[config.mk]
export PLATFORM = sky130hd
export DESIGN_NAME = etcb_front
export DESIGN_NICKNAME = d
export VERILOG_FILES = /design/src/rtl/etcb_pkg.sv /design/src/rtl/etcb_front.sv
export SDC_FILE = /design/constraint.sdc
export NUM_CORES = 1
export LEC_CHECK = 0
export BUFFER_PORTS_ARGS = -buffer_cell sky130_fd_sc_hd__buf_4
export CELL_PAD_IN_SITES_DETAIL_PLACEMENT = 0
export CELL_PAD_IN_SITES_GLOBAL_PLACEMENT = 1
export CORE_AREA = 2 2 158 160
export DETAILED_ROUTE_END_ITERATION = 8
export DIE_AREA = 0 0 160 162
export PLACE_DENSITY = 0.52
export SLEW_MARGIN = 10
export SYNTH_ARGS = -nofsm -noshare
export SYNTH_HDL_FRONTEND = slang
export SYNTH_SLANG_ARGS = --single-unit
[constraint.sdc]
create_clock -name vclk -period 2
set_input_delay 0.3 -clock vclk [all_inputs]
set_output_delay 0.3 -clock vclk [all_outputs]
set_load 0.03 [all_outputs]
[src/rtl/etcb_pkg.sv]
// Shared types and constants for the event trace capture buffer.
// No dependencies; every other file in rtl but etcb_checker uses it by scoped names.
package etcb_pkg;

  // Fixed field widths of the command and result interface.
  localparam int FILL_W  = 11;
  localparam int IDX_W   = 10;
  localparam int COUNT_W = 11;
  localparam int DATA_W  = 32;

  // Packet events keep only the low 24 bits of the packet identifier.
  localparam logic [31:0] PKT_ID_MASK = 32'h00FF_FFFF;

  // Reset value of the fill length register.
  localparam logic [FILL_W-1:0] FILL_RESET = 11'd1024;

  typedef enum logic [1:0] {
    CMD_RECORD = 2'd0,
    CMD_READ   = 2'd1,
    CMD_START  = 2'd2,
    CMD_STOP   = 2'd3
  } cmd_t;

  typedef enum logic [1:0] {
    REG_WRAP_MODE   = 2'd0,
    REG_TRACE_CLASS = 2'd1,
    REG_TYPE_MASK   = 2'd2,
    REG_FILL_LENGTH = 2'd3
  } reg_idx_t;

  typedef enum logic [1:0] {
    CLASS_NONE   = 2'd0,
    CLASS_EVENT  = 2'd1,
    CLASS_PACKET = 2'd2,
    CLASS_UNUSED = 2'd3
  } trace_class_t;

  typedef enum logic {
    BK_RUN,
    BK_READ
  } back_state_t;

  // Configuration register file.
  typedef struct packed {
    logic              wrap_mode;
    logic [1:0]        trace_class;
    logic [31:0]       type_mask;
    logic [FILL_W-1:0] fill_length;
  } cfg_t;

  // One stored trace entry.
  typedef struct packed {
    logic [4:0]        etype;
    logic [2:0]        cpu;
    logic [DATA_W-1:0] id;
    logic [DATA_W-1:0] addr;
    logic [DATA_W-1:0] stamp;
    logic [DATA_W-1:0] access;
    logic [DATA_W-1:0] activate;
  } entry_t;

  // One classified request as it travels from front end to back end.
  typedef struct packed {
    cmd_t             cmd;
    logic             eligible;
    entry_t           ev;
    logic [IDX_W-1:0] read_index;
  } item_t;

  // Result of one request.
  typedef struct packed {
    logic               done;
    logic               entry_valid;
    entry_t             ev;
    logic [COUNT_W-1:0] entry_count;
    logic               wrapped_flag;
    logic               capture_armed;
    logic               recorded;
  } result_t;

endpackage

[src/rtl/etcb_front.sv]
// Front end: accepts requests and classifies record requests against the
// type mask and trace class. Depends on etcb_pkg.
module etcb_front (
  input  logic                          start,
  input  logic                          full,
  input  etcb_pkg::cfg_t                cfg,
  input  logic [1:0]                    command,
  input  logic [4:0]                    event_type,
  input  logic                          is_packet_event,
  input  logic [2:0]                    cpu_number,
  input  logic [31:0]                   event_id,
  input  logic [31:0]                   address,
  input  logic [31:0]                   timestamp,
  input  logic [31:0]                   access_count,
  input  logic [31:0]                   activate_count,
  input  logic [etcb_pkg::IDX_W-1:0]    read_index,
  output logic                          push,
  output etcb_pkg::item_t               item
);

  logic mask_ok;
  logic class_ok;

  // A request enters the queue whenever there is room for it.
  assign push = start && !full;

  // Packet events skip the class check; ordinary events need event tracing.
  assign mask_ok  = cfg.type_mask[event_type];
  assign class_ok = is_packet_event ||
                    (etcb_pkg::trace_class_t'(cfg.trace_class) == etcb_pkg::CLASS_EVENT);

  // Build the queued request, with the packet identifier already trimmed.
  always_comb begin
    item.cmd         = etcb_pkg::cmd_t'(command);
    item.eligible    = mask_ok && class_ok;
    item.ev.etype    = event_type;
    item.ev.cpu      = cpu_number;
    item.ev.id       = event_id;
    item.ev.addr     = address;
    item.ev.stamp    = timestamp;
    item.ev.access   = is_packet_event ? (access_count & etcb_pkg::PKT_ID_MASK)
                                       : access_count;
    item.ev.activate = activate_count;
    item.read_index  = read_index;
  end

endmodule

# After elaboration in Yosys (flattened, before gate mapping)
# Cells that the tools add are included.
[totals] ff_bits=0 wordCells=9
[op_classes] order_cmp=1 n_eq_ne=1 mux=3 reduce_logical=4
[op_table] cell="32-bit two-way mux" count=1
[op_table] cell="5-bit by 6-bit less-than comparator with 1-bit output, second input constant" count=1
[op_table] cell="1-bit binary-select mux with 5-bit select" count=1
[op_table] cell="2-bit by 1-bit == test with 1-bit output, second input constant" count=1
[op_table] cell="1-bit logical AND" count=2
[op_table] cell="1-bit zero test" count=1
[op_table] cell="1-bit logical OR" count=1
[op_table] cell="1-bit two-way mux" count=1

# Logic depth before layout (Yosys ltp)
# Gate-level depths: netlist of the first run.
[depth] depth_word=3 ltp_mapped=5 ltp_nobuf=4

# Worst setup path before layout of the first run
# Ideal clock, no wire load.
[synth_timing] kind="in2out" startpoint="input event_type[0]" endpoint="output item[178] in the netlist's numbering" t_arrival_ps=1889 setup_slack_ps=-189 cell_stages=5 path_cell_list="buf_6 mux4_1 mux2i_1 or2_2 a311oi_1"
[synth_lines] element="from (decl)" line="etcb_front.sv:8" text="input logic [4:0] event_type,"
[synth_lines] element="to (decl)" line="etcb_front.sv:18" text="output etcb_pkg::item_t item"

==> out/metrics.csv, run 1 <==
metric,value,unit
power.density,180,nW/µm²
start_kind,input port,
synth_top_area_share,76.8,%
synth_top_area_cell,buf_4,
rows,57,
worstSetupPathType,in -> out,
final_max_slew_viol_count,0,
cp_data_required_time,1.70,ns
clock_buffers,0,
synth.area.top_cells,"buf_4 77%, mux4_1 11%, nor2b_1 3.7%",
io_buffers,65,
cap_viol_max_count,0,
fin_crit_sh,98.4,%
placed_area,1290,µm²
grt_use_total,5.00,%
netlist_instances,205,
fp.dieArea,25900,µm²
drive_above_1_share,79.8,%
diodes,0,
synth_cell_types,15,
hold_slack,0.600,ns
antenna_found_initial,1,
status,finished clean,
crit_family,multiplexers,
n_fill_cell,2877,
globalRouteMet3Util,3.35,%
syn_area_per_cell,8.20,µm²
grt_max_degree,10,
first_pass_iters,3,
antenna_left,0,
whs_path_depth,0,
fin_util,5.48,%
synth_fp_nets,434,
final.setup.tns,0,ns
design.seq.count,0,
setup_viol,0,
initial_core_util,6.98,%
hp-class,in -> out,
min_from,address[2],
vias_per_cell,2.03,
grtUsageMet2,7.52,%
ir_drop,0.0000465,V
area_growth_syn_to_layout,-21.4,%
grt_setup_unrepaired,false,
path_cells,"buf_12, mux4_2, mux2_4, o32ai_4, a311oi_2, buf_4",
core,24100,µm²
die_h,162,µm
io-pin-count,411,
power.leakage,0.474,nW
die_w,160,µm
crit_buf_inv,2,
yosysWarnings,0,
slew_headroom,84.8,%
gr-total-overflow,0,
grt_first_pass_wirelength,8.74,mm
busiest_layer,met2,
seq_area,0,µm²
hpwl,6.46,mm
syn_area,1680,µm²
place_congestion,0.789,
route.detailed.wl_per_inst,17.0,µm
finalInstanceArea,1320,µm²
final_common_cell,buf_4,
layout.cells.most_common_list,"67 x buf_4, 10 x nor2b_1, 4 x mux4_2, 3 x mux4_1, 3 x mux2i_1",
ctsHoldBuffers,0,
worstMarginPinSlew,0.228,ns
cp_slowest_cell,mux4_2,
worst_ep_arrival_time,1.67,ns
end_kind,output pin,
dr.first_iter.drc_count,18,
grt_util_met1,4.29,%
cp_max_fo,4,
cpPeakStageDelay,0.49,ns
wirelength,7.20,mm
vias,857,
finalHoldViolCount,0,
drc,0,
max_freq,0.508,GHz
nets,330,
grt_pass1_vias,1003,
fin_crit,1.97,ns
min_to,item[108],
ys_seq_area_share,0,%
## synth_stat cells, drive strengths merged
cell type and count:
nand3 1, or2 1, nor3b 1, mux4 7, nor2b 10, mux2i 3
a311oi 1, buf 175, mux2 2, o32ai 1, nand4b 1, nand3b 1
nor2 1
## layer usage
metal / wire (µm) / part of all wire [%]
met5: 12 / 0.17
met4: 818 / 11
met2: 2930 / 41
met1: 2120 / 29
met3: 1320 / 18
## what timing repair did
item / CTS / global route
gates resized for setup: 9 / 4
endpoints found under the hold margin: 0 / 0
pin swaps: 2 / 3
buffers inserted: 1 / 0
endpoints found under the setup margin: 1 / 1
## through the flow
stage	power, W	std cells	setup WS [ns]
after global placement	0.000223	423	-0.0586
final	0.000238	423	0.0323
after global routing	0.000250	423	0.00173
after CTS	0.000239	424	-0.0246
after floorplan	0.000732	205	0.0703
after detailed placement	0.000226	423	-0.108
## worst max path at each step
stage,from,to,slack [ns],depth (start not counted)
finish,event_type[1],item[178],0.03,6
global route,event_type[0],item[178],0.002,6
CTS,event_type[1],item[178],-0.02,6
detailed placement,event_type[1],item[178],-0.11,6
global placement,event_type[0],item[178],-0.06,6
floorplan,event_type[0],item[178],0.07,5
## cell type report
cell class                      count  area, µm²  share of cell area [%]
Multi-Input combinational cell     30        378                    28.6
Tap cell                          324        405                    30.7
Timing Repair Buffer               69        538                    40.7
## logic make-up after synthesis
group | count (synthesis) | share of synthesized area, %
compound gates | 2 | 1.49
simple gates | 16 | 6.03
buf+inv | 175 | 78.4
mux | 12 | 14.1
## power breakdown
part	switching, W	total, W	internal (W)	leakage, nW
Clock	0	0	0	0
Combinational	0.0000992	0.000238	0.000139	0.474
Sequential	0	0	0	0
(Power assumes the default switching activity.)
==> run 2, diff against run 1 <==
PLACE_DENSITY = 0.65   (was 0.52)
==> run 2 against run 1 <==
  * Non-clock buffer count increased by 1
  * Total power increased by 2.7%
  * Final cell count increased by 0.24%
  * Critical endpoint unchanged
  * Highest routed layer is now met4
==> out/metrics.csv, run 2 (same netlist as run 1, synthesis figures left out) <==
metric,value,unit
route.detailed.wl_per_inst,14.1,µm
grt_use_total,4.02,%
drc,0,
cpPeakStageDelay,0.33,ns
area_growth_syn_to_layout,-20.6,%
core,24100,µm²
hold_slack,0.600,ns
final.setup.tns,0,ns
final_common_cell,buf_4,
power.total,0.000244,W
fp.dieArea,25900,µm²
vias,884,
n_fill_cell,2873,
clock_buffers,0,
grt_max_degree,10,
final_cells,424,
rows,57,
die_w,160,µm
whs_path_depth,0,
fin_crit_sh,99.3,%
place_congestion,0.692,
max_freq,0.504,GHz
drive_above_1_share,80.0,%
first_pass_iters,3,
cp_max_fo,6,
dpl.cell_count,422,
worst_ep_arrival_time,1.69,ns
ir_drop,0.0000443,V
cap_viol_max_count,0,
fin_crit,1.99,ns
final_max_slew_viol_count,0,
vias_per_cell,2.08,
cp_slowest_cell,mux4_1,
antenna_found_initial,0,
setup_viol,0,
slew_headroom,81.7,%
cp_data_required_time,1.70,ns
grt_setup_unrepaired,true,
dr.first_iter.drc_count,26,
design.seq.count,0,
layout.cells.most_common_list,"68 x buf_4, 10 x nor2b_1, 4 x mux4_2, 3 x mux4_1, 3 x mux2i_1",
start_kind,input port,
hp-class,in -> out,
ctsHoldBuffers,0,
crit_buf_inv,2,
crit_family,multiplexers,
status,finished clean,
path_cells,"buf_8, mux4_1, mux2i_1, or2_2, a311oi_2, buf_4",
grt_first_pass_wirelength,7.33,mm
power.density,183,nW/µm²
wirelength,5.99,mm
fin_util,5.54,%
die_h,162,µm
io-pin-count,411,
grt_pass1_vias,984,
antenna_left,0,
finalHoldViolCount,0,
diodes,0,
nets,331,
power.leakage,0.482,nW
io_buffers,65,
hpwl,5.14,mm
gr-total-overflow,0,
initial_core_util,6.98,%
seq_area,0,µm²
min_from,event_id[24],
min_to,item[162],
end_kind,output pin,
worstSetupPathType,in -> out,
worstMarginPinSlew,0.275,ns
## run 2: cell types whose count changed in the layout (fill, tap and decap cells not counted)
cell	delta
buf_4	+1
nor3b_2	-1
nor3b_4	+1
## run 2: where the power goes
group          leakage (nW)  switching [W]  internal (W)
Clock                     0              0             0
Sequential                0              0             0
Combinational         0.482       0.000103      0.000141
Total                 0.482       0.000103      0.000141
## run 2: what timing repair did
action	4_1_cts	5_1_grt
endpoints found under the hold margin	0	0
gates cloned	0	0
pin swaps	2	2
setup endpoints to repair	1	1
gates resized for setup	9	5
buffers inserted	2	0
## run 2: final cells by class
type,instances,area [µm²],share of cell area [%]
Timing Repair Buffer,70,546,40.9
Multi-Input combinational cell,30,384,28.8
Tap cell,324,405,30.4
## run 2: metal layers
layer  part of all wire (%)  track usage (%)  vias up
met5                      0                0        -
met4                     13             4.79        0
met3                     22             3.14       78
met2                     45             6.99      192
met1                     20             2.25      343
li1                       -                -      271
## run 2: per-stage QoR
step / setup WS, ns / cell area (µm²)
detailed placement: -0.125 / 1280
CTS: -0.0193 / 1330
global placement: -0.0898 / 1280
global route: -0.0396 / 1340
floorplan: 0.0703 / 1690
finish: 0.0147 / 1340
## run 2: worst max path at each step
stage,from,to,depth (start not counted)
CTS,event_type[1],item[178],6
floorplan,event_type[0],item[178],5
global route,event_type[1],item[178],6
detailed placement,event_type[1],item[178],6
finish,event_type[0],item[178],6
global placement,event_type[0],item[178],6
==> run 3, diff against run 2 <==
PLACE_DENSITY = 0.53   (was 0.65)
==> run 3 against run 2 <==
  * Clock-buffer cell count is the same
  * Cell area decreased by 1.4%
  * Worst hold slack unchanged
  * Wire length is 13% higher
  * Largest cell class unchanged
  * Global-route usage up 0.76 points
  * Sequential share of layout area did not move
  * Critical path depth rose by 1
==> out/metrics.csv, run 3 (same netlist as run 1, synthesis figures left out) <==
metric,value,unit
status,finished clean,
worstSetupPathType,in -> out,
area_growth_syn_to_layout,-21.7,%
wirelength,6.80,mm
initial_core_util,6.98,%
io_buffers,65,
finalInstanceArea,1320,µm²
layout.cells.most_common_list,"67 x buf_4, 10 x nor2b_1, 4 x mux4_2, 3 x mux4_1, 3 x mux2i_1",
dpl.cell_count,423,
die_w,160,µm
final_max_slew_viol_count,0,
first_pass_iters,2,
n_fill_cell,2870,
grt_first_pass_wirelength,8.35,mm
setup_slack,0.0445,ns
final_common_cell,buf_4,
vias,844,
setup_viol,0,
antenna_found_initial,1,
grt_max_degree,10,
cp_data_required_time,1.70,ns
place_ws,-0.0879,ns
critPathMostFrequentCell,buf_4,
final_cells,424,
slew_headroom,82.2,%
design.seq.count,0,
power.leakage,0.468,nW
drive_above_1_share,79.8,%
drc,0,
max_freq,0.511,GHz
fp.dieArea,25900,µm²
grt_use_total,4.78,%
finalHoldViolCount,0,
worstMarginPinSlew,0.267,ns
nets,330,
rows,57,
multiInputGateArea,374,µm²
cap_viol_max_count,0,
seq_area,0,µm²
clock_buffers,0,
fin_util,5.46,%
fin_crit,1.96,ns
crit_family,multiplexers,
route.detailed.wl_per_inst,16.0,µm
start_kind,input port,
end_kind,output pin,
ir_drop,0.0000384,V
ctsHoldBuffers,0,
crit_buf_inv,3,
vias_per_cell,1.99,
hp-class,in -> out,
cp_max_fo,6,
place_congestion,0.800,
cpPeakStageDelay,0.54,ns
cp_slowest_cell,mux4_1,
worst_ep_arrival_time,1.66,ns
core,24100,µm²
grt_pass1_vias,1016,
fin_crit_sh,97.8,%
grt_setup_unrepaired,false,
antenna_left,0,
gr-total-overflow,0,
dr.first_iter.drc_count,23,
die_h,162,µm
io-pin-count,411,
placed_area,1290,µm²
power.density,178,nW/µm²
path_cells,"buf_12, buf_4, mux4_1, nor2_1, nand4b_1, a311oi_2, buf_4",
## run 3: cell count changes in the layout (fill, tap and decap cells not counted)
cell	change
diode_2	+1
nor3b_2	+1
mux2_2	+1
buf_8	-1
buf_6	+1
nor3b_4	-1
mux2_4	-1
buf_4	-1
## run 3: path summary, 6_finish.rpt
check | startpoint | endpoint | cells past startpoint
setup / recovery | event_type[1] | item[178] | 7
hold / removal | timestamp[28] | item[102] | 0
## run 3: what timing repair did
action	CTS	global route
hold endpoints to repair	0	0
gates resized for setup	10	1
setup endpoints to repair	1	1
pin swaps	3	2
buffers inserted	0	0
## run 3: cell type report
class / instances / area share, %
timing repair buffer: 69 / 40.6
tap: 324 / 30.8
multi-input combinational: 30 / 28.4
antenna: 1 / 0.190
## run 3: power breakdown
| group | total, W | internal [W] | switching [W] |
|---|---|---|---|
| registers | 0 | 0 | 0 |
| clock network | 0.0000000000669 | 0.0000000000669 | 0 |
| logic | 0.000234 | 0.000136 | 0.0000977 |
| total | 0.000234 | 0.000136 | 0.0000977 |
## run 3: routing by layer
layer  global-route usage, %  share of wire [%]  vias up
li1                        -                  -      269
met1                    4.26                 31      339
met2                    7.16                 39      148
met3                    2.68                 16       88
met4                    5.57                 13        0
met5                       0                  0        -
## run 3: through the flow
| step | setup TNS, ns | hold WS [ns] | power (W) |
|---|---|---|---|
| floorplan | 0 | 0.710 | 0.000732 |
| CTS | -0.00128 | 0.600 | 0.000237 |
| global placement | -0.0631 | 0.600 | 0.000222 |
| detailed placement | -0.0879 | 0.600 | 0.000225 |
| global route | 0 | 0.600 | 0.000248 |
| finish | 0 | 0.600 | 0.000234 |
