===== src/rtl/etcb_pkg.sv =====
// Shared types and constants for the event trace capture buffer.
// No dependencies; every other file in rtl but etcb_checker uses it by scoped names.
package etcb_pkg;

  // Fixed field widths of the command and result interface.
  localparam int FILL_W  = 11;
  localparam int IDX_W   = 10;
  localparam int COUNT_W = 11;
  localparam int DATA_W  = 32;

  // Packet events keep only the low 24 bits of the packet identifier.
  localparam logic [31:0] PKT_ID_MASK = 32'h00FF_FFFF;

  // Reset value of the fill length register.
  localparam logic [FILL_W-1:0] FILL_RESET = 11'd1024;

  typedef enum logic [1:0] {
    CMD_RECORD = 2'd0,
    CMD_READ   = 2'd1,
    CMD_START  = 2'd2,
    CMD_STOP   = 2'd3
  } cmd_t;

  typedef enum logic [1:0] {
    REG_WRAP_MODE   = 2'd0,
    REG_TRACE_CLASS = 2'd1,
    REG_TYPE_MASK   = 2'd2,
    REG_FILL_LENGTH = 2'd3
  } reg_idx_t;

  typedef enum logic [1:0] {
    CLASS_NONE   = 2'd0,
    CLASS_EVENT  = 2'd1,
    CLASS_PACKET = 2'd2,
    CLASS_UNUSED = 2'd3
  } trace_class_t;

  typedef enum logic {
    BK_RUN,
    BK_READ
  } back_state_t;

  // Configuration register file.
  typedef struct packed {
    logic              wrap_mode;
    logic [1:0]        trace_class;
    logic [31:0]       type_mask;
    logic [FILL_W-1:0] fill_length;
  } cfg_t;

  // One stored trace entry.
  typedef struct packed {
    logic [4:0]        etype;
    logic [2:0]        cpu;
    logic [DATA_W-1:0] id;
    logic [DATA_W-1:0] addr;
    logic [DATA_W-1:0] stamp;
    logic [DATA_W-1:0] access;
    logic [DATA_W-1:0] activate;
  } entry_t;

  // One classified request as it travels from front end to back end.
  typedef struct packed {
    cmd_t             cmd;
    logic             eligible;
    entry_t           ev;
    logic [IDX_W-1:0] read_index;
  } item_t;

  // Result of one request.
  typedef struct packed {
    logic               done;
    logic               entry_valid;
    entry_t             ev;
    logic [COUNT_W-1:0] entry_count;
    logic               wrapped_flag;
    logic               capture_armed;
    logic               recorded;
  } result_t;

endpackage


===== src/rtl/etcb_queue.sv =====
// Two-entry request queue between the front end and the back end.
// Depends on etcb_pkg for the request type.
module etcb_queue (
  input  logic            clk,
  input  logic            rst,
  input  logic            push,
  input  etcb_pkg::item_t item_in,
  input  logic            pop,
  output etcb_pkg::item_t item_out,
  output logic            empty,
  output logic            full
);

  etcb_pkg::item_t slots [2];
  logic            wr_ptr;
  logic            rd_ptr;
  logic [1:0]      count;

  assign empty    = (count == 2'd0);
  assign full     = (count == 2'd2);
  assign item_out = slots[rd_ptr];

  // Pointers and occupancy.
  always_ff @(posedge clk) begin
    if (rst) begin
      wr_ptr <= 1'b0;
      rd_ptr <= 1'b0;
      count  <= 2'd0;
    end else begin
      if (push) begin
        wr_ptr <= !wr_ptr;
      end
      if (pop) begin
        rd_ptr <= !rd_ptr;
      end
      if (push && !pop) begin
        count <= count + 2'd1;
      end else if (pop && !push) begin
        count <= count - 2'd1;
      end
    end
  end

  // Storage slots carry no reset.
  always_ff @(posedge clk) begin
    if (push) begin
      slots[wr_ptr] <= item_in;
    end
  end

endmodule


===== config.mk =====
export PLATFORM = sky130hd
export DESIGN_NAME = etcb_queue
export DESIGN_NICKNAME = d
export VERILOG_FILES = /design/src/rtl/etcb_pkg.sv /design/src/rtl/etcb_queue.sv
export SDC_FILE = /design/constraint.sdc
export NUM_CORES = 1
export LEC_CHECK = 0
export ABC_AREA = 1
export BUFFER_PORTS_ARGS = -buffer_cell sky130_fd_sc_hd__buf_4
export CAP_MARGIN = 5
export CORE_MARGIN = 2
export CORE_UTILIZATION = 39
export DETAILED_ROUTE_END_ITERATION = 8
export GPL_TIMING_DRIVEN = 0
export SYNTH_ARGS = -nofsm -noshare
export SYNTH_HDL_FRONTEND = slang
export SYNTH_SLANG_ARGS = --single-unit

===== constraint.sdc =====
create_clock -name clk -period 17.83 [get_ports clk]
set_input_delay 3.566 -clock clk [delete_from_list [all_inputs] [get_ports clk]]
set_output_delay 3.566 -clock clk [all_outputs]
set_load 0.02 [all_outputs]

# Yosys cells after proc, flatten, opt, wreduce, memory -nomap -nowiden

Memory sizes are Yosys's and may differ from the RTL's. A register that Yosys moved wholly into a read port is not among the register bits.
Index checks and enable logic that the tools add are counted.

Register bits after elaboration: 4
Memory bits (writable): 362
Output and inout port bits: 183
Logic and storage cells: 21
Memories kept: 1

Memories:

| memory | depth | bits a word | read ports | clocked after Yosys merged registers in | write ports | line             | RTL |
|---|---|---|---|---|---|---|---|
| slots  | 2     | 181         | 1          | 1                                       | 1           | etcb_queue.sv:14 | `etcb_pkg::item_t slots [2];` |

$add $sub $neg: 2
Equality and inequality tests: 1
Mux-type cells: 6
Reduce and logical (&&, ||, !) cells: 8

Operators by type and width:

| operator              | count |
|---|---|
| $logic_not A1 Y1      | 4 |
| $mux W1               | 4 |
| $mux W2               | 2 |
| $add A2 B1 Y2 const B | 1 |
| $eq A2 B2 Y1 const B  | 1 |
| $logic_and A1 B1 Y1   | 2 |
| $logic_not A2 Y1      | 1 |
| $reduce_bool A2 Y1    | 1 |
| $sub A2 B1 Y2 const B | 1 |

# Longest topological paths before layout

Gate-level depths: netlist of the first run.

Depth in word-level cells: 4
Gate-level depth with buffers: 8

# Least setup slack after synthesis of the first run

No wires, ideal clock.

Kind: input to register
Start point: in push
End point: mem slots[0][0] (netlist name) (enable)
Library setup time: 0.730 ns
Data arrival time: 11.171 ns
Path slack: 5.929 ns
Stages on the path: 2
Buffers on the path: 0
Path through: inv_1 > nor2_1

Word-level cells in the longest chain between the ends: 2

Ends and longest elaborated chain:

| item                          | line             | RTL |
|---|---|---|
| start, declared               | etcb_queue.sv:6  | `input logic push,` |
| $mux W1                       | etcb_queue.sv:46 | `if (push) begin` |
| $mux W1 (implied by the code) | etcb_queue.sv:47 | `slots[wr_ptr] <= item_in;` |
| end, declared                 | etcb_queue.sv:14 |  |

Every way passes these cells.

==> reports/qor.csv, run 1 <==
metric,value,unit
status,"complete, no violations",
portBuffers,367,
worstPathRequired,14.26,ns
synth_nets,782,
max_freq,182,MHz
ctsResizeCount,0,
finalSetupViolations,0,
die_area,36500,um^2
clk_latency,0.53,ns
crit_fanout,10,
synthTopCellsByCount,"edfxtp_1 (362), mux2_2 (91), mux2_4 (90)",
tightest_slew,0.796,ns
holdBufCountCts,0,
maxCapViolCount,0,
cp-start-kind,register,
powerDensity,112,nW/um^2
gp_congestion,0.726,
dieHeight,191,um
path_depth,5,
end_kind,output port,
clk_pin_slew,0.06,ns
ys_ff_latch,367,
cp_data_arrival_time,1.92,ns
synth_adder_area_share,0.0917,%
yosys_warnings,0,
hold_slack,0.518,ns
power_switching,0.000474,W
muxShareOfSynthArea,17.4,%
yosys.area_share.xor_xnor,0.0642,%
overflow,0,
drtIter0Drc,317,
cts-root-buf,clkbuf_16,
routed_wl,28300,um
grt_pass1_vias,7195,
switching_share,23.0,%
crit_type,reg -> out,
synth-simple-area-share,0.449,%
antennaDiodeCount,0,
grt_max_degree,99,
p_leak,7.08,nW
synth_edf_count,362,
period_share,30.8,%
critical_path.max_stage_delay,0.32,ns
drive_gt1_share,60.3,%
post-cts-setup-buffer-count,0,
slew_headroom,46.9,%
track_usage,15.2,%
crit_buf_inv,4,
crit_chain,buf_6 > buf_6 > buf_6 > mux2_4 > buf_4,
syn-instance-count,596,
die_x,191,um
tritoncts,done,
cts_sinks,367,
synth_flop_cell,edfxtp_1,
pin_count,368,
antenna_found_initial,0,
clk_path_buf_depth,3,
reg2reg_slack,15.83,ns
comb_power_share,14.2,%
period_needed,5.48,ns
cts_max_level,2,
hpwl,19400,um
clock_power_share,36.7,%
vias_per_cell,4.56,
worst_path_most_repeated_cell,buf_6,
vias,6829,
crit_path_end,item_out[113],
synth_top_area_share,79.7,%
core-area,34500,um^2
crit_path_top_delay_cell,dfxtp_1,
cts_buffers,40,
wl_per_cell,18.9,um
layout.nets,1199,
fin_cells,1499,
synth_area_leaders,"edfxtp_1 (80%), mux2_4 (9.9%), mux2_2 (7.5%)",
reg2regPathDepth,4,
seq_power_share,49.1,%
hold_path_class,reg -> reg,
power.total,0.00206,W
p_int,0.00158,W
synth_top_family_by_area,multiplexers,
crit-reg2reg-capture,slots[0][167]$_DFFE_PP_,
maxSlewViolCount,0,
ant_nets,0,
synth_compound_area_share,0.0734,%
drt_first_pass_iters,4,
path_delay_family,buffers and inverters,
std_cell_rows,68,
hold_violations,0,
yosysSeqAreaShare,80.4,%
rr_startpoint,wr_ptr$_SDFFE_PP0P_,
synth_most_common_cell,edfxtp_1,
synth_area_leader_cell,edfxtp_1,
syn_to_final_growth,34.7,%
post_synth.cell_area_avg,22.9,um^2
async_flop_share,0,%
ir_drop,77.1,uV
synth_cell_type_count,16,
start_util,39.6,%
finalSetupTns,0,ns
fin_skew,0.0127,ns
dpl.cell_count,1426,
drc_errors,0,
netlist_area,13600,um^2
rsz0062_at_grt,no,
grt_pass1_wl,41300,um
==> logic make-up (layout without fill, tap and decap cells) <==
| kind of cell | Yosys count | count (layout) |
|---|---|---|
| buffers and inverters | 29 | 477 |
| DFF | 367 | 367 |
| adders and majority gates | 1 | 1 |
| xor gates and xnor gates | 1 | 1 |
| AOI/OAI and AO/OA | 2 | 2 |
| muxes | 181 | 181 |
| and+or+nand+nor | 15 | 15 |
==> cells in the final DEF (no fill, tap or decap), types with 5 or more instances in the layout <==
cell	instances
mux2_4	90
mux2_2	91
nor2_1	6
nand2_1	5
buf_2	9
dfxtp_1	5
clkbuf_16	41
buf_4	367
inv_1	8
edfxtp_1	362
buf_6	11
clkinv_1	8
clkinv_2	5
clkbuf_1	13
==> power by group through the flow <==
stage | combinational [W] | sequential (W) | clock [W]
6_report | 0.000293 | 0.00101 | 0.000755
5_1_grt | 0.000311 | 0.00101 | 0.000811
4_1_cts | 0.000299 | 0.00101 | 0.000778
3_5_place_dp | 0.000298 | 0.00103 | 0
3_3_place_gp | 0.000289 | 0.00104 | 0
2_1_floorplan | 0.000162 | 0.00104 | 0
==> sequential cells by signal (all words and copies together) (netlist names), named ones only <==
register / count
count: 2
rd_ptr: 1
wr_ptr: 1
slots: 362
==> per-stage QoR <==
stage	setup WS [ns]	area (um^2)	util, %
2_1_floorplan	5.93	13600	-
3_3_place_gp	0.625	17000	49.2
3_5_place_dp	12.41	17200	49.8
4_1_cts	12.26	18400	53.3
5_1_grt	12.22	18400	53.3
6_report	12.35	18400	53.3
==> routing by layer <==
metal | part of all wire, % | GRT usage, % | vias to the layer above
met1 | 37 | 17.4 | 3310
met5 | 0 | 0 | -
met4 | 2.0 | 4.65 | 0
met3 | 12 | 7.45 | 45
li1 | - | - | 3189
met2 | 48 | 25.0 | 285
==> how the worst min path moves through the flow <==
stage	cells after the start	startpoint	to
after floorplan	2	rd_ptr$_SDFFE_PP0P_	register
after global placement	2	rd_ptr$_SDFFE_PP0P_	rd_ptr$_SDFFE_PP0P_
after detailed placement	2	rd_ptr$_SDFFE_PP0P_	rd_ptr$_SDFFE_PP0P_
after CTS	2	rd_ptr$_SDFFE_PP0P_	rd_ptr$_SDFFE_PP0P_
after global routing	2	rd_ptr$_SDFFE_PP0P_	rd_ptr$_SDFFE_PP0P_
final	2	rd_ptr$_SDFFE_PP0P_	rd_ptr$_SDFFE_PP0P_
==> worst reg2reg max path: stages, from the launching register on <==
cell     delay (ns)
dfxtp_1        0.34
nor2_4         0.56
buf_12         0.28
buf_12         0.24
buf_12         0.24
==> final cells by class <==
cell class | instances | area [um^2]
fill | 2839 | 16100
sequential | 367 | 11000
timing repair buffer | 375 | 2950
multi-input combinational | 200 | 2480
clock buffer | 54 | 1070
tap | 455 | 569
buffer | 20 | 169
clock inverter | 19 | 126
inverter | 9 | 41.3
(Power assumes the default switching activity.)
==> run 2: changes to the inputs <==
==> constraint.sdc (replaced) <==
create_clock -name clk -period 5.1 [get_ports clk]
set_input_delay 1.02 -clock clk [delete_from_list [all_inputs] [get_ports clk]]
set_output_delay 1.02 -clock clk [all_outputs]
set_load 0.02 [all_outputs]
==> reports/qor.csv, run 2 (synthesized netlist as in run 1, its figures left out) <==
metric,value,unit,change
gp_congestion,0.732,,+0.80%
finalSetupViolations,0,,unchanged
period_needed,2.95,ns,
hpwl,19300,um,-0.41%
grt_pass1_wl,41100,um,-0.65%
finalSetupTns,0,ns,unchanged
cts_sinks,367,,unchanged
p_leak,7.06,nW,-0.23%
clk_latency,0.52,ns,about the same
crit_path_end,item_out[89],,
tritoncts,done,,
drtIter0Drc,282,,-11%
ir_drop,307,uV,+300%
dieHeight,191,um,unchanged
std_cell_rows,68,,unchanged
crit-reg2reg-capture,slots[0][101]$_DFFE_PP_,,
hold_violations,0,,unchanged
core-area,34500,um^2,unchanged
hold_path_class,reg -> reg,,
multi_input_area,2480,um^2,unchanged
wl_per_cell,18.7,um,-0.92%
reg2reg_slack,2.97,ns,-12.86 ns
post-cts-setup-buffer-count,0,,unchanged
fin_util,53.2,%,-0.12 points
powerDensity,393,nW/um^2,+250%
maxSlewViolCount,0,,unchanged
dr_wl_met2,13400,um,-2.2%
largestRegisters,"slots: 362 flops, count: 2 flops",,
fin_ws,2.15,ns,-10.19 ns
clk_pin_slew,0.06,ns,about the same
track_usage,14.9,%,-0.25 points
vias_per_cell,4.57,,+0.31%
cts_buffers,39,,-2.5%
portBuffers,367,,unchanged
maxCapViolCount,0,,unchanged
rsz0062_at_grt,no,,
holdBufCountCts,0,,unchanged
tightest_slew,0.885,ns,+0.0882 ns
pin_count,368,,unchanged
period_share,57.8,%,
grt_max_degree,117,,+18%
worstPathRequired,4.08,ns,-10.18 ns
drt_first_pass_iters,4,,unchanged
slew_headroom,40.9,%,-6.0 points
syn_to_final_growth,34.4,%,
largest_reg_flops,362,,unchanged
layout.nets,1197,,-0.17%
max_freq,339,MHz,
seq_area,11000,um^2,unchanged
cts_max_level,2,,unchanged
antennaDiodeCount,0,,unchanged
ctsResizeCount,0,,unchanged
regMostFlops,slots,,
fin_skew,0.0157,ns,+0.00298 ns
drive_gt1_share,60.1,%,-0.29 points
crit_type,reg -> out,,
design_area,18300,um^2,-0.22%
status,"complete, no violations",,
end_kind,output port,,
rr_startpoint,wr_ptr$_SDFFE_PP0P_,,
layout_common_cells,"buf_4 (367), edfxtp_1 (362), mux2_2 (91), mux2_4 (90), clkbuf_16 (39)",,
layout_commonest_cell,buf_4,,
cp-start-kind,register,,
antenna_found_initial,0,,unchanged
wirelength_met1,10400,um,-1.5%
cts-root-buf,clkbuf_16,,
vias,6827,,-0.029%
clk_path_buf_depth,3,,unchanged
die_area,36500,um^2,unchanged
die_x,191,um,unchanged
fill_cells,2792,,-1.7%
drc_errors,0,,unchanged
route.met3.wl,3490,um,-0.88%
ant_nets,0,,unchanged
min_from,rd_ptr$_SDFFE_PP0P_,,
power.total,0.00721,W,+250%
reg2regPathDepth,4,,unchanged
dp_slack,2.07,ns,-10.34 ns
crit_fanout,10,,unchanged
cp_data_arrival_time,1.93,ns,about the same
start_util,39.6,%,unchanged
top_layer,met4,,
grt_pass1_vias,7180,,-0.21%
placed_area,17100,um^2,-0.25%
overflow,0,,unchanged
routed_wl,28000,um,-1.3%
## run 2: changes by cell type in the layout (fill, tap and decap cells not counted), sizes merged
cell,before,now
bufinv,1,4
clkbuf,54,51
clkinvlp,2,0
buf,395,394
clkinv,14,13
inv,11,10
## run 2: layout make-up
cell class / instances / share of cell area, %
multi-input combinational: 200 / 13.5
clock buffer: 51 / 5.57
sequential: 367 / 59.8
timing repair buffer: 374 / 15.8
clock inverter: 18 / 0.990
tap: 455 / 3.11
inverter: 9 / 0.225
buffer: 20 / 0.921
## run 2: report_power, final
group | switching (W) | internal [W] | leakage, nW
Combinational | 0.000517 | 0.000502 | 3.04
Sequential | 0.0000333 | 0.00350 | 3.44
Clock | 0.00105 | 0.00161 | 0.583
Total | 0.00160 | 0.00560 | 7.06
## run 2: worst min path at each step
| stage | to | slack [ns] | depth (start not counted) |
|---|---|---|---|
| final | rd_ptr$_SDFFE_PP0P_ | 0.51 | 2 |
| after floorplan | register | 0.48 | 2 |
| after global routing | register | 0.56 | 2 |
| after global placement | rd_ptr$_SDFFE_PP0P_ | 0.50 | 2 |
| after detailed placement | register | 0.51 | 2 |
| after CTS | register | 0.52 | 2 |
## run 2: critical path, cell delays in order (launching register included)
cell,delay [ns]
dfxtp_1,0.32
buf_6,0.17
buf_6,0.22
buf_6,0.22
mux2_4,0.31
buf_4,0.17
## run 2: through the flow
stage / instances / hold WS, ns
after floorplan: 596 / 0.480
after global placement: 1418 / 0.498
after detailed placement: 1425 / 0.506
after CTS: 1494 / 0.520
after global routing: 1494 / 0.562
final: 1494 / 0.512
## run 2: per-layer routing
metal | global-route usage [%] | vias up
li1 | - | 3185
met1 | 16.7 | 3325
met2 | 24.4 | 276
met3 | 7.64 | 41
met4 | 5.31 | 0
met5 | 0 | -
==> run 3: changes to the inputs <==
==> constraint.sdc (replaced) <==
create_clock -name clk -period 3.1 [get_ports clk]
set_input_delay 0.62 -clock clk [delete_from_list [all_inputs] [get_ports clk]]
set_output_delay 0.62 -clock clk [all_outputs]
set_load 0.02 [all_outputs]
==> reports/qor.csv, run 3 (synthesized netlist as in run 1, its figures left out) <==
metric,value,unit,change
start_util,39.6,%,unchanged
layout.nets,1205,,+0.67%
drive_gt1_share,61.3,%,+1.3 points
drt_first_pass_iters,4,,unchanged
hold_violations,0,,unchanged
overflow,0,,unchanged
antennaDiodeCount,0,,unchanged
track_usage,15.2,%,+0.31 points
ant_nets,0,,unchanged
crit_fanout,10,,unchanged
dieHeight,191,um,unchanged
grt_max_degree,38,,-68%
hold_end,slots[0][17]$_DFFE_PP_,,
clk_path_buf_depth,3,,unchanged
syn_to_final_growth,35.8,%,
clk_latency,0.52,ns,about the same
end_kind,output port,,
cts_max_level,2,,unchanged
power.total,0.0120,W,+66%
rr_startpoint,wr_ptr$_SDFFE_PP0P_,,
hold_path_class,in -> reg,,
clk_pin_slew,0.06,ns,about the same
grt.busiest_layer,met2,,
grt_pass1_wl,42000,um,+2.2%
routed_wl,28800,um,+3.0%
fin_cells,1505,,+0.74%
reg2regPathDepth,4,,unchanged
p_leak,7.15,nW,+1.2%
placed_area,17300,um^2,+0.94%
ir_drop,581,uV,+89%
crit-reg2reg-capture,slots[0][125]$_DFFE_PP_,,
drc_errors,0,,unchanged
core-area,34500,um^2,unchanged
die_area,36500,um^2,unchanged
portBuffers,367,,unchanged
cts_buffers,41,,+5.1%
min_from,item_in[17],,
fin_skew,0.0226,ns,+0.00694 ns
design_area,18500,um^2,+1.1%
ctsResizeCount,0,,unchanged
status,"complete, no violations",,
regMostFlops,slots,,
max_freq,393,MHz,
gr-usage-met2,26.3,%,+1.9 points
vias,6866,,+0.57%
maxSlewViolCount,0,,unchanged
period_share,82.0,%,
finalSetupViolations,0,,unchanged
maxCapViolCount,0,,unchanged
cp-start-kind,register,,
fin_ws,0.557,ns,-1.60 ns
pin_count,368,,unchanged
crit_type,reg -> out,,
die_x,191,um,unchanged
tritoncts,done,,
largestRegisters,"slots: 362 flops, count: 2 flops",,
post-cts-setup-buffer-count,0,,unchanged
wl_per_cell,19.1,um,+2.2%
met1_usage,16.7,%,-0.061 points
gp_congestion,0.737,,+0.78%
holdBufCountCts,0,,unchanged
cp_data_arrival_time,1.92,ns,about the same
reg2reg_slack,0.93,ns,-2.04 ns
layout_commonest_cell,buf_4,,
powerDensity,645,nW/um^2,+64%
rsz0062_at_grt,no,,
drtIter0Drc,240,,-15%
vias_per_cell,4.56,,-0.16%
worstHoldPathCells,1,,-1
hpwl,20600,um,+6.5%
antenna_found_initial,0,,unchanged
met3_usage,7.44,%,-0.20 points
grt_pass1_vias,7340,,+2.2%
slew_headroom,40.2,%,-0.66 points
tightest_slew,0.895,ns,+0.00987 ns
largest_reg_flops,362,,unchanged
period_needed,2.54,ns,
cts-root-buf,clkbuf_16,,
std_cell_rows,68,,unchanged
worstPathRequired,2.48,ns,-1.60 ns
layout_common_cells,"buf_4 (367), edfxtp_1 (362), mux2_2 (91), mux2_4 (90), clkbuf_16 (41)",,
dp_slack,0.469,ns,-1.60 ns
cts_sinks,367,,unchanged
dpl.cell_count,1431,,+0.42%
run 3: changes by cell type in the layout (fill, tap and decap cells not counted), moves of 2 or more:
cell	previous run	this run
clkinv_2	3	11
clkbuf_1	12	5
buf_12	6	10
buf_16	1	3
bufinv_16	4	2
clkbuf_16	39	41
clkinvlp_4	0	2
inv_6	1	3
run 3: worst max-delay path by stage:
| stage | end | cells past startpoint |
|---|---|---|
| floorplan | slots[1][0]$_DFFE_PP_ | 2 |
| global placement | slots[1][122]$_DFFE_PP_ | 3 |
| detailed placement | slots[0][122]$_DFFE_PP_ | 6 |
| CTS | item_out[127] | 5 |
| global route | item_out[127] | 5 |
| finish | item_out[149] | 5 |
run 3: per-layer routing:
| layer | vias to the layer above | routed length (um) |
|---|---|---|
| met2 | 279 | 14400 |
| met5 | - | 0 |
| met1 | 3337 | 10500 |
| li1 | 3209 | - |
| met3 | 41 | 3390 |
| met4 | 0 | 541 |
run 3: layout make-up:
| cell class | instances | area, um^2 |
|---|---|---|
| Sequential cell | 367 | 11000 |
| Multi-Input combinational cell | 200 | 2490 |
| Timing Repair Buffer | 380 | 3040 |
| Clock inverter | 28 | 195 |
| Inverter | 9 | 50.0 |
| Clock buffer | 46 | 1040 |
| Fill cell | 2822 | 15900 |
| Tap cell | 455 | 569 |
| Buffer | 20 | 169 |
run 3: power by group:
group	switching, W	internal [W]	total [W]
registers	0.0000566	0.00575	0.00581
clock network	0.00185	0.00259	0.00444
logic	0.000858	0.000847	0.00171
run 3: stage by stage:
stage | TNS, ns | util [%] | hold WS [ns]
after floorplan | -231.21 | - | 0.480
after global placement | -974.51 | 49.4 | 0.498
after detailed placement | 0 | 50.2 | 0.508
after CTS | 0 | 53.8 | 0.254
after global routing | 0 | 53.8 | 0.246
final | 0 | 53.8 | 0.274
run 3: worst max-delay path, cell delays in order, from the launching register on:
cell and delay [ns]:
dfxtp_1 0.32, buf_6 0.16, buf_6 0.22, buf_6 0.21
mux2_4 0.32, buf_4 0.16
